### src/sv/ajsc_pkg.sv
`timescale 1ns / 1ps
// Package of the arm joint step chooser: constants, types and the arctangent table.
package ajsc_pkg;

  localparam int ANGLE_BITS   = 16;
  localparam int CORDIC_ITERS = 18;
  localparam int CW           = 34;
  localparam int TRIG_W       = 18;
  localparam int TIP_W        = 20;
  localparam int DIFF_W       = 21;
  localparam int SQ_W         = 42;
  localparam int UNIT_W       = 32;
  localparam int COST_W       = 44;
  localparam int UNIT_SHIFT   = 2 * ANGLE_BITS - 14;

  localparam logic [29:0] GAIN_Q30       = 30'd652032874;
  localparam logic [29:0] FOUR_PI_SQ_Q24 = 30'd662337940;
  localparam logic [ANGLE_BITS-1:0] QUARTER_TURN = ANGLE_BITS'(1) << (ANGLE_BITS - 2);

  localparam logic [2:0] REG_STEP   = 3'd0;
  localparam logic [2:0] REG_LINK1  = 3'd1;
  localparam logic [2:0] REG_LINK2  = 3'd2;
  localparam logic [2:0] REG_LINK3  = 3'd3;
  localparam logic [2:0] REG_OFFSET = 3'd4;
  localparam logic [2:0] REG_WEIGHT = 3'd5;

  localparam logic [1:0] DIG_MINUS = 2'd0;
  localparam logic [1:0] DIG_HOLD  = 2'd1;
  localparam logic [1:0] DIG_PLUS  = 2'd2;

  typedef struct packed {
    logic signed [15:0] target_x;
    logic signed [15:0] target_y;
    logic [15:0]        joint_one_angle;
    logic [15:0]        joint_two_angle;
    logic [15:0]        joint_three_angle;
  } in_data_t;

  typedef struct packed {
    logic               raise_one;
    logic               raise_two;
    logic               raise_three;
    logic               lower_one;
    logic               lower_two;
    logic               lower_three;
    logic signed [15:0] tip_x;
    logic signed [15:0] tip_z;
  } out_data_t;

  typedef struct packed {
    logic [2:0]  index;
    logic [15:0] value;
  } cfg_data_t;

  typedef struct packed {
    logic               valid;
    logic [1:0]         d1;
    logic [1:0]         d2;
    logic [1:0]         d3;
    logic               pose;
    logic signed [15:0] tgx;
    logic signed [15:0] tgy;
  } tag_t;

  typedef struct packed {
    logic signed [CW-1:0] x;
    logic signed [CW-1:0] y;
    logic signed [CW-1:0] z;
    logic [1:0]           q;
    tag_t                 tag;
  } cordic_t;

  function automatic logic [29:0] atan_turn(input logic [4:0] i);
    logic [29:0] v;
    case (i)
      5'd0:  v = 30'h20000000;
      5'd1:  v = 30'h12E4051D;
      5'd2:  v = 30'h09FB385B;
      5'd3:  v = 30'h051111D4;
      5'd4:  v = 30'h028B0D43;
      5'd5:  v = 30'h0145D7E1;
      5'd6:  v = 30'h00A2F61E;
      5'd7:  v = 30'h00517C55;
      5'd8:  v = 30'h0028BE53;
      5'd9:  v = 30'h00145F2E;
      5'd10: v = 30'h000A2F98;
      5'd11: v = 30'h000517CC;
      5'd12: v = 30'h00028BE6;
      5'd13: v = 30'h000145F3;
      5'd14: v = 30'h0000A2F9;
      5'd15: v = 30'h0000517C;
      5'd16: v = 30'h000028BE;
      5'd17: v = 30'h0000145F;
      default: v = 30'h0;
    endcase
    return v;
  endfunction

endpackage

### src/sv/ajsc_cost.sv
`timescale 1ns / 1ps
// Cost unit: tip sum, squared distance plus step penalty, and the running minimum.
module ajsc_cost (
  input  logic                               clk,
  input  logic                               rst_n,
  input  logic signed [ajsc_pkg::TRIG_W-1:0] c1,
  input  logic signed [ajsc_pkg::TRIG_W-1:0] c2,
  input  logic signed [ajsc_pkg::TRIG_W-1:0] c3,
  input  logic signed [ajsc_pkg::TRIG_W-1:0] s1,
  input  logic signed [ajsc_pkg::TRIG_W-1:0] s2,
  input  logic signed [ajsc_pkg::TRIG_W-1:0] s3,
  input  ajsc_pkg::tag_t                     tag,
  input  logic signed [13:0]                 offset_x,
  input  logic [ajsc_pkg::UNIT_W+1:0]        unit1,
  input  logic [ajsc_pkg::UNIT_W+1:0]        unit2,
  input  logic [ajsc_pkg::UNIT_W+1:0]        unit3,
  input  logic                               step_nz,
  output logic                               res_valid_r,
  output ajsc_pkg::out_data_t                res_r
);
  import ajsc_pkg::*;

  tag_t                     tag_a_r, tag_b_r, tag_c_r;
  logic signed [TIP_W-1:0]  tx_a_r, tz_a_r, tx_b_r, tz_b_r, tx_c_r, tz_c_r;
  logic signed [DIFF_W-1:0] dx_a_r, dy_a_r;
  logic [SQ_W-1:0]          sqx_b_r, sqy_b_r;
  logic [UNIT_W+1:0]        pen_b_r;
  logic [COST_W-1:0]        cost_c_r;
  logic [COST_W-1:0]        best_r;
  logic [1:0]               b1_r, b2_r, b3_r;

  logic signed [TIP_W-1:0]    tx, tz;
  logic signed [2*DIFF_W-1:0] px, py;
  logic [1:0]                 nstep;
  logic [UNIT_W+1:0]          pen;
  logic                       first;
  logic                       take;
  out_data_t                  res_nxt;

  function automatic logic signed [15:0] sat16(input logic signed [TIP_W-1:0] v);
    logic signed [15:0] r;
    if (v > TIP_W'(32767)) begin
      r = 16'sh7FFF;
    end else if (v < -TIP_W'(32768)) begin
      r = 16'sh8000;
    end else begin
      r = v[15:0];
    end
    return r;
  endfunction

  // Stage A: tip of the candidate and its offset from the target.
  always_comb begin
    tx = TIP_W'(c1) + TIP_W'(c2) + TIP_W'(c3) + TIP_W'(offset_x);
    tz = TIP_W'(s1) + TIP_W'(s2) + TIP_W'(s3);
  end

  always_ff @(posedge clk) begin
    tag_a_r <= tag;
    tx_a_r  <= tx;
    tz_a_r  <= tz;
    dx_a_r  <= DIFF_W'(tx) - DIFF_W'(tag.tgx);
    dy_a_r  <= DIFF_W'(tz) - DIFF_W'(tag.tgy);
    if (!rst_n) begin
      tag_a_r.valid <= 1'b0;
    end
  end

  // Stage B: squares and the step penalty for the number of joints that move.
  always_comb begin
    px    = dx_a_r * dx_a_r;
    py    = dy_a_r * dy_a_r;
    nstep = 2'((tag_a_r.d1 != DIG_HOLD)) + 2'((tag_a_r.d2 != DIG_HOLD))
          + 2'((tag_a_r.d3 != DIG_HOLD));
    case (nstep)
      2'd1:    pen = unit1;
      2'd2:    pen = unit2;
      2'd3:    pen = unit3;
      default: pen = '0;
    endcase
  end

  always_ff @(posedge clk) begin
    tag_b_r <= tag_a_r;
    tx_b_r  <= tx_a_r;
    tz_b_r  <= tz_a_r;
    sqx_b_r <= px[SQ_W-1:0];
    sqy_b_r <= py[SQ_W-1:0];
    pen_b_r <= pen;
    if (!rst_n) begin
      tag_b_r.valid <= 1'b0;
    end
  end

  // Stage C: full-width cost.
  always_ff @(posedge clk) begin
    tag_c_r  <= tag_b_r;
    tx_c_r   <= tx_b_r;
    tz_c_r   <= tz_b_r;
    cost_c_r <= COST_W'(sqx_b_r) + COST_W'(sqy_b_r) + COST_W'(pen_b_r);
    if (!rst_n) begin
      tag_c_r.valid <= 1'b0;
    end
  end

  // Stage D: keep the first strictly cheapest candidate; the pose job closes the item.
  always_comb begin
    first = (tag_c_r.d1 == DIG_MINUS) && (tag_c_r.d2 == DIG_MINUS)
         && (tag_c_r.d3 == DIG_MINUS);
    take  = tag_c_r.valid && !tag_c_r.pose && (first || (cost_c_r < best_r));
    res_nxt.raise_one   = step_nz && (b1_r == DIG_PLUS);
    res_nxt.raise_two   = step_nz && (b2_r == DIG_PLUS);
    res_nxt.raise_three = step_nz && (b3_r == DIG_PLUS);
    res_nxt.lower_one   = step_nz && (b1_r == DIG_MINUS);
    res_nxt.lower_two   = step_nz && (b2_r == DIG_MINUS);
    res_nxt.lower_three = step_nz && (b3_r == DIG_MINUS);
    res_nxt.tip_x       = sat16(tx_c_r);
    res_nxt.tip_z       = sat16(tz_c_r);
  end

  always_ff @(posedge clk) begin
    if (take) begin
      best_r <= cost_c_r;
      b1_r   <= tag_c_r.d1;
      b2_r   <= tag_c_r.d2;
      b3_r   <= tag_c_r.d3;
    end
    res_r <= res_nxt;
    if (!rst_n) begin
      res_valid_r <= 1'b0;
    end else begin
      res_valid_r <= tag_c_r.valid && tag_c_r.pose;
    end
  end

endmodule

### config.mk
export PLATFORM = sky130hd
export DESIGN_NAME = ajsc_cost
export DESIGN_NICKNAME = d
export VERILOG_FILES = /design/src/sv/ajsc_pkg.sv /design/src/sv/ajsc_cost.sv
export SDC_FILE = /design/constraint.sdc
export NUM_CORES = 2
export LEC_CHECK = 0
export BUFFER_PORTS_ARGS = -buffer_cell sky130_fd_sc_hd__buf_4
export CAP_MARGIN = 20
export CORE_MARGIN = 4
export CORE_UTILIZATION = 57
export DETAILED_ROUTE_END_ITERATION = 7
export HOLD_SLACK_MARGIN = 0.02
export PLACE_DENSITY = 0.82
export SLEW_MARGIN = 10
export SYNTH_ARGS = -nofsm -noshare
export SYNTH_HDL_FRONTEND = slang
export SYNTH_SLANG_ARGS = --single-unit
### constraint.sdc
create_clock -name clk -period 7.4 [get_ports clk]
set_clock_uncertainty 0.05 [all_clocks]
set_input_delay 1.48 -clock clk [delete_from_list [all_inputs] [get_ports clk]]
set_output_delay 1.48 -clock clk [all_outputs]
set_load 0.01 [all_outputs]
==> qor.log <==
[timing] worst hold slack 0.2710 ns
[logic_synthesis] number of synthesized register bits 435
[routing] via count 33590
[global_route] overflow left after global routing 0
[logic_synthesis] prevailing post-synth register cell sky130_fd_sc_hd__dfxtp_1
[timing] fin crit period 7.149 ns
[floorplanning] number of cell rows 106
[global_route] GRT Resource Usage Total 25.28%
[run_status] status completed
[timing] worst max-slew margin expressed relative to the limit 28.41%
[place] IO Port Bufs 305
[worst_setup_path] Setup Crit Path Kind reg -> reg
[logic_synthesis] top cells by area in the synthesized netlist sky130_fd_sc_hd__fa_1 38%, sky130_fd_sc_hd__dfxtp_1 16%, sky130_fd_sc_hd__ha_1 11%, sky130_fd_sc_hd__inv_1 9.3%, sky130_fd_sc_hd__edfxtp_1 3.1%
[timing] worst-case setup margin in the final layout 0.2511 ns
[logic_synthesis] Synth top area share 38.16%
[global_route] largest net degree at the start of global routing 45
[floorplanning] Die Footprint 89380 sq um
[worst_setup_path] Reg2Reg Launch Point dx_a_r[5]
[routing] post-DR wirelength/cell 17.28 um
[place] detailed placement HPWL 91970 um
[worst_setup_path] Setup crit start kind flip-flop
[worst_setup_path] data arrival at the endpoint of the critical path 7.59 ns
[cts] clock latency on the worst-skew pair 0.59 ns
[place] worst slack at placement 0.03362 ns
[routing] number of vias per cell 5.315
[run] number of maximum-capacitance constraint violations 0
[logic_synthesis] yosys synthesis warning count 0
[logic_synthesis] share of flip-flops with an asynchronous set or reset 0%
[timing] RSZ-0062 raised after global routing true
[logic_synthesis] library cell with the largest summed area after synthesis sky130_fd_sc_hd__fa_1
[timing] final hold violations 0
[cts] CTS tree built
[cts] maximum level of the CTS H-tree 2
[timing] highest attainable clock frequency 139.9 MHz
[global_route] vias in the first global route 36970
[cts] Sinks on Clock Net 435
[worst_setup_path] element type at the critical path end flip-flop
[routing] drt first pass iters 5
[timing] endpoints failing setup 0
[floorplanning] horizontal die dimension 299.0 um
[global_route] antenna violations before repair 1
[logic_synthesis] EDFF count, synth 50
[routing] post-route DRC violation count 0
[cts] number of buffers on the longest clock path 3
[cts] TritonCTS buffer count 42
[worst_setup_path] most used cell along the critical path sky130_fd_sc_hd__inv_1
[timing] final critical-path share of the clock period 96.61%
[logic_synthesis] synthesized netlist cell count 4797
[logic_synthesis] cell area after synthesis 48260 sq um
[worst_setup_path] data required time at the worst endpoint 7.84 ns
[final_layout] share of final-layout standard cells stronger than drive strength 1 11.59%
[timing] setup TNS after final layout 0 ns
[floorplanning] Initial Util 57.57%
[routing] DRC marker count from the first detailed-route iteration 1972
[worst_setup_path] cell type of the slowest stage on the worst timing path sky130_fd_sc_hd__fa_1
[final_layout] non-filler instance count after layout 6320
[cts] Clock Pin Slew Worst Setup and Hold Paths 0.07 ns
[routing] wire length reported by the detailed router 109200 um
[worst_hold_path] Hold Path Class reg -> reg
[global_route] wire length of the first global-routing pass 182100 um
[place] Routability Congestion 0.9483
[worst_setup_path] Critical Path Max Stage Delay 0.56 ns
[logic_synthesis] Distinct cells, synth 77
[worst_setup_path] register-to-register path setup slack 0.25 ns
[cts] library cell used as clock root buffer sky130_fd_sc_hd__clkbuf_16
[floorplanning] DIE HEIGHT 299.0 um
[final_layout] net count reported at finish 6770
[final_layout] synthesis-to-layout area growth 11.66%
[place] dpl cells 6241
[timing] worst slew pin tran 1.060 ns
[logic_synthesis] post-synthesis average cell area 10.06 sq um
[worst_setup_path] crit path launch dx_a_r[5]
[logic_synthesis] portion of the post-synthesis area used by sequential elements 19.08%
[floorplanning] core region area 83820 sq um
[floorplanning] I/O pin count 306
[worst_setup_path] maximum net fanout on the critical path 6
[routing] residual antenna-violating net count after detailed routing 0
[timing] max-slew violations 0
[worst_hold_path] startpoint of the most critical hold path tx_b_r[16]
final timing paths:
check	to	cells after the start
worst max register to register	sqx_b_r[40]	29
worst min-delay path	tx_c_r[16]	0
worst max-delay path	sqx_b_r[40]	29
worst min register to register	tx_c_r[16]	0
timing repair:
action	CTS	global route
setup buffers	0	3
hold buffers	0	0
resized for setup	3	59
setup endpoints to repair	2	17
per-layer routing:
metal | vias to the layer above | GRT usage (%) | share of wire [%]
met5 | - | 0 | 0
met3 | 251 | 4.286 | 6.5
met2 | 1009 | 44.19 | 51
li1 | 15400 | - | -
met4 | 0 | 8.423 | 3.5
met1 | 16930 | 32.05 | 39
cell usage in the layout, fill, tap and decap left out, drive strengths merged, types with 50 or more instances in the layout:
cell type / instances
ha: 428
xor2: 53
buf: 416
clkbuf: 54
inv: 1201
o21ai: 104
o21a: 65
a21o: 82
and2: 135
dfxtp: 385
xnor2: 165
edfxtp: 50
a21oi: 149
fa: 920
nor2: 191
nand2: 330
final cells by class:
cell class                 count  area, sq um
multi-input combinational   3061        34240
tap                         1134         1419
antenna                        1        2.502
timing repair buffer         416         3147
inverter                    1199         4504
fill                        6427        29930
sequential                   435         9269
clock inverter                20        173.9
clock buffer                  54         1137
cell usage after synthesis (all sizes together) (10+ instances only):
cell and n:
xnor2 165, nand3 31, a21o 82, nor2 191
and3 18, nand2 330, inv 1195, clkbuf 97
mux2 36, o21ai 104, a31oi 17, fa 920
nor3 41, a21oi 149, nand2b 29, nand4 24
a22o 35, nor2b 32, ha 428, a211oi 27
o21a 65, and2 135, edfxtp 50, o21bai 22
xor2 53, o211ai 10, dfxtp 385, a31o 10
sequential cells by signal (all words and copies together), names as in the netlist, 21 cells and up:
register	count
sqx_b_r	41
sqy_b_r	41
cost_c_r	44
res_r	38
pen_b_r	34
dy_a_r	21
dx_a_r	21
best_r	44
cell families after synthesis:
group,count (synthesis),share of synthesized area (%)
flip-flops,435,19.08
adder cells (fa/ha/maj),1348,49.26
XOR/XNOR,218,3.956
other,1,0.007771
buffers and inverters,1302,10.13
multiplexers,38,0.8815
AND/OR/NAND/NOR,873,8.540
AO/OA/AOI/OAI,582,8.144
metrics by stage:
| stage | cell area [sq um] | util (%) |
|---|---|---|
| 2_1_floorplan | 48260 | - |
| 3_3_place_gp | 52410 | 62.53 |
| 3_5_place_dp | 52420 | 62.54 |
| 4_1_cts | 53740 | 64.11 |
| 5_1_grt | 53890 | 64.29 |
| 6_report | 53890 | 64.29 |
critical path: cells and delay by family (launching register included):
| kind | cells | cell delay [ns] |
|---|---|---|
| simple gates | 4 | 0.90 |
| compound gates | 6 | 0.92 |
| fa+ha+maj | 8 | 3.87 |
| flops | 1 | 0.39 |
| xor+xnor | 1 | 0.14 |
| buf+inv | 10 | 0.76 |
Power is left out: the tool's default activity adds up to more than one toggle a clock period on the data nets, which glitch-free logic cannot reach.
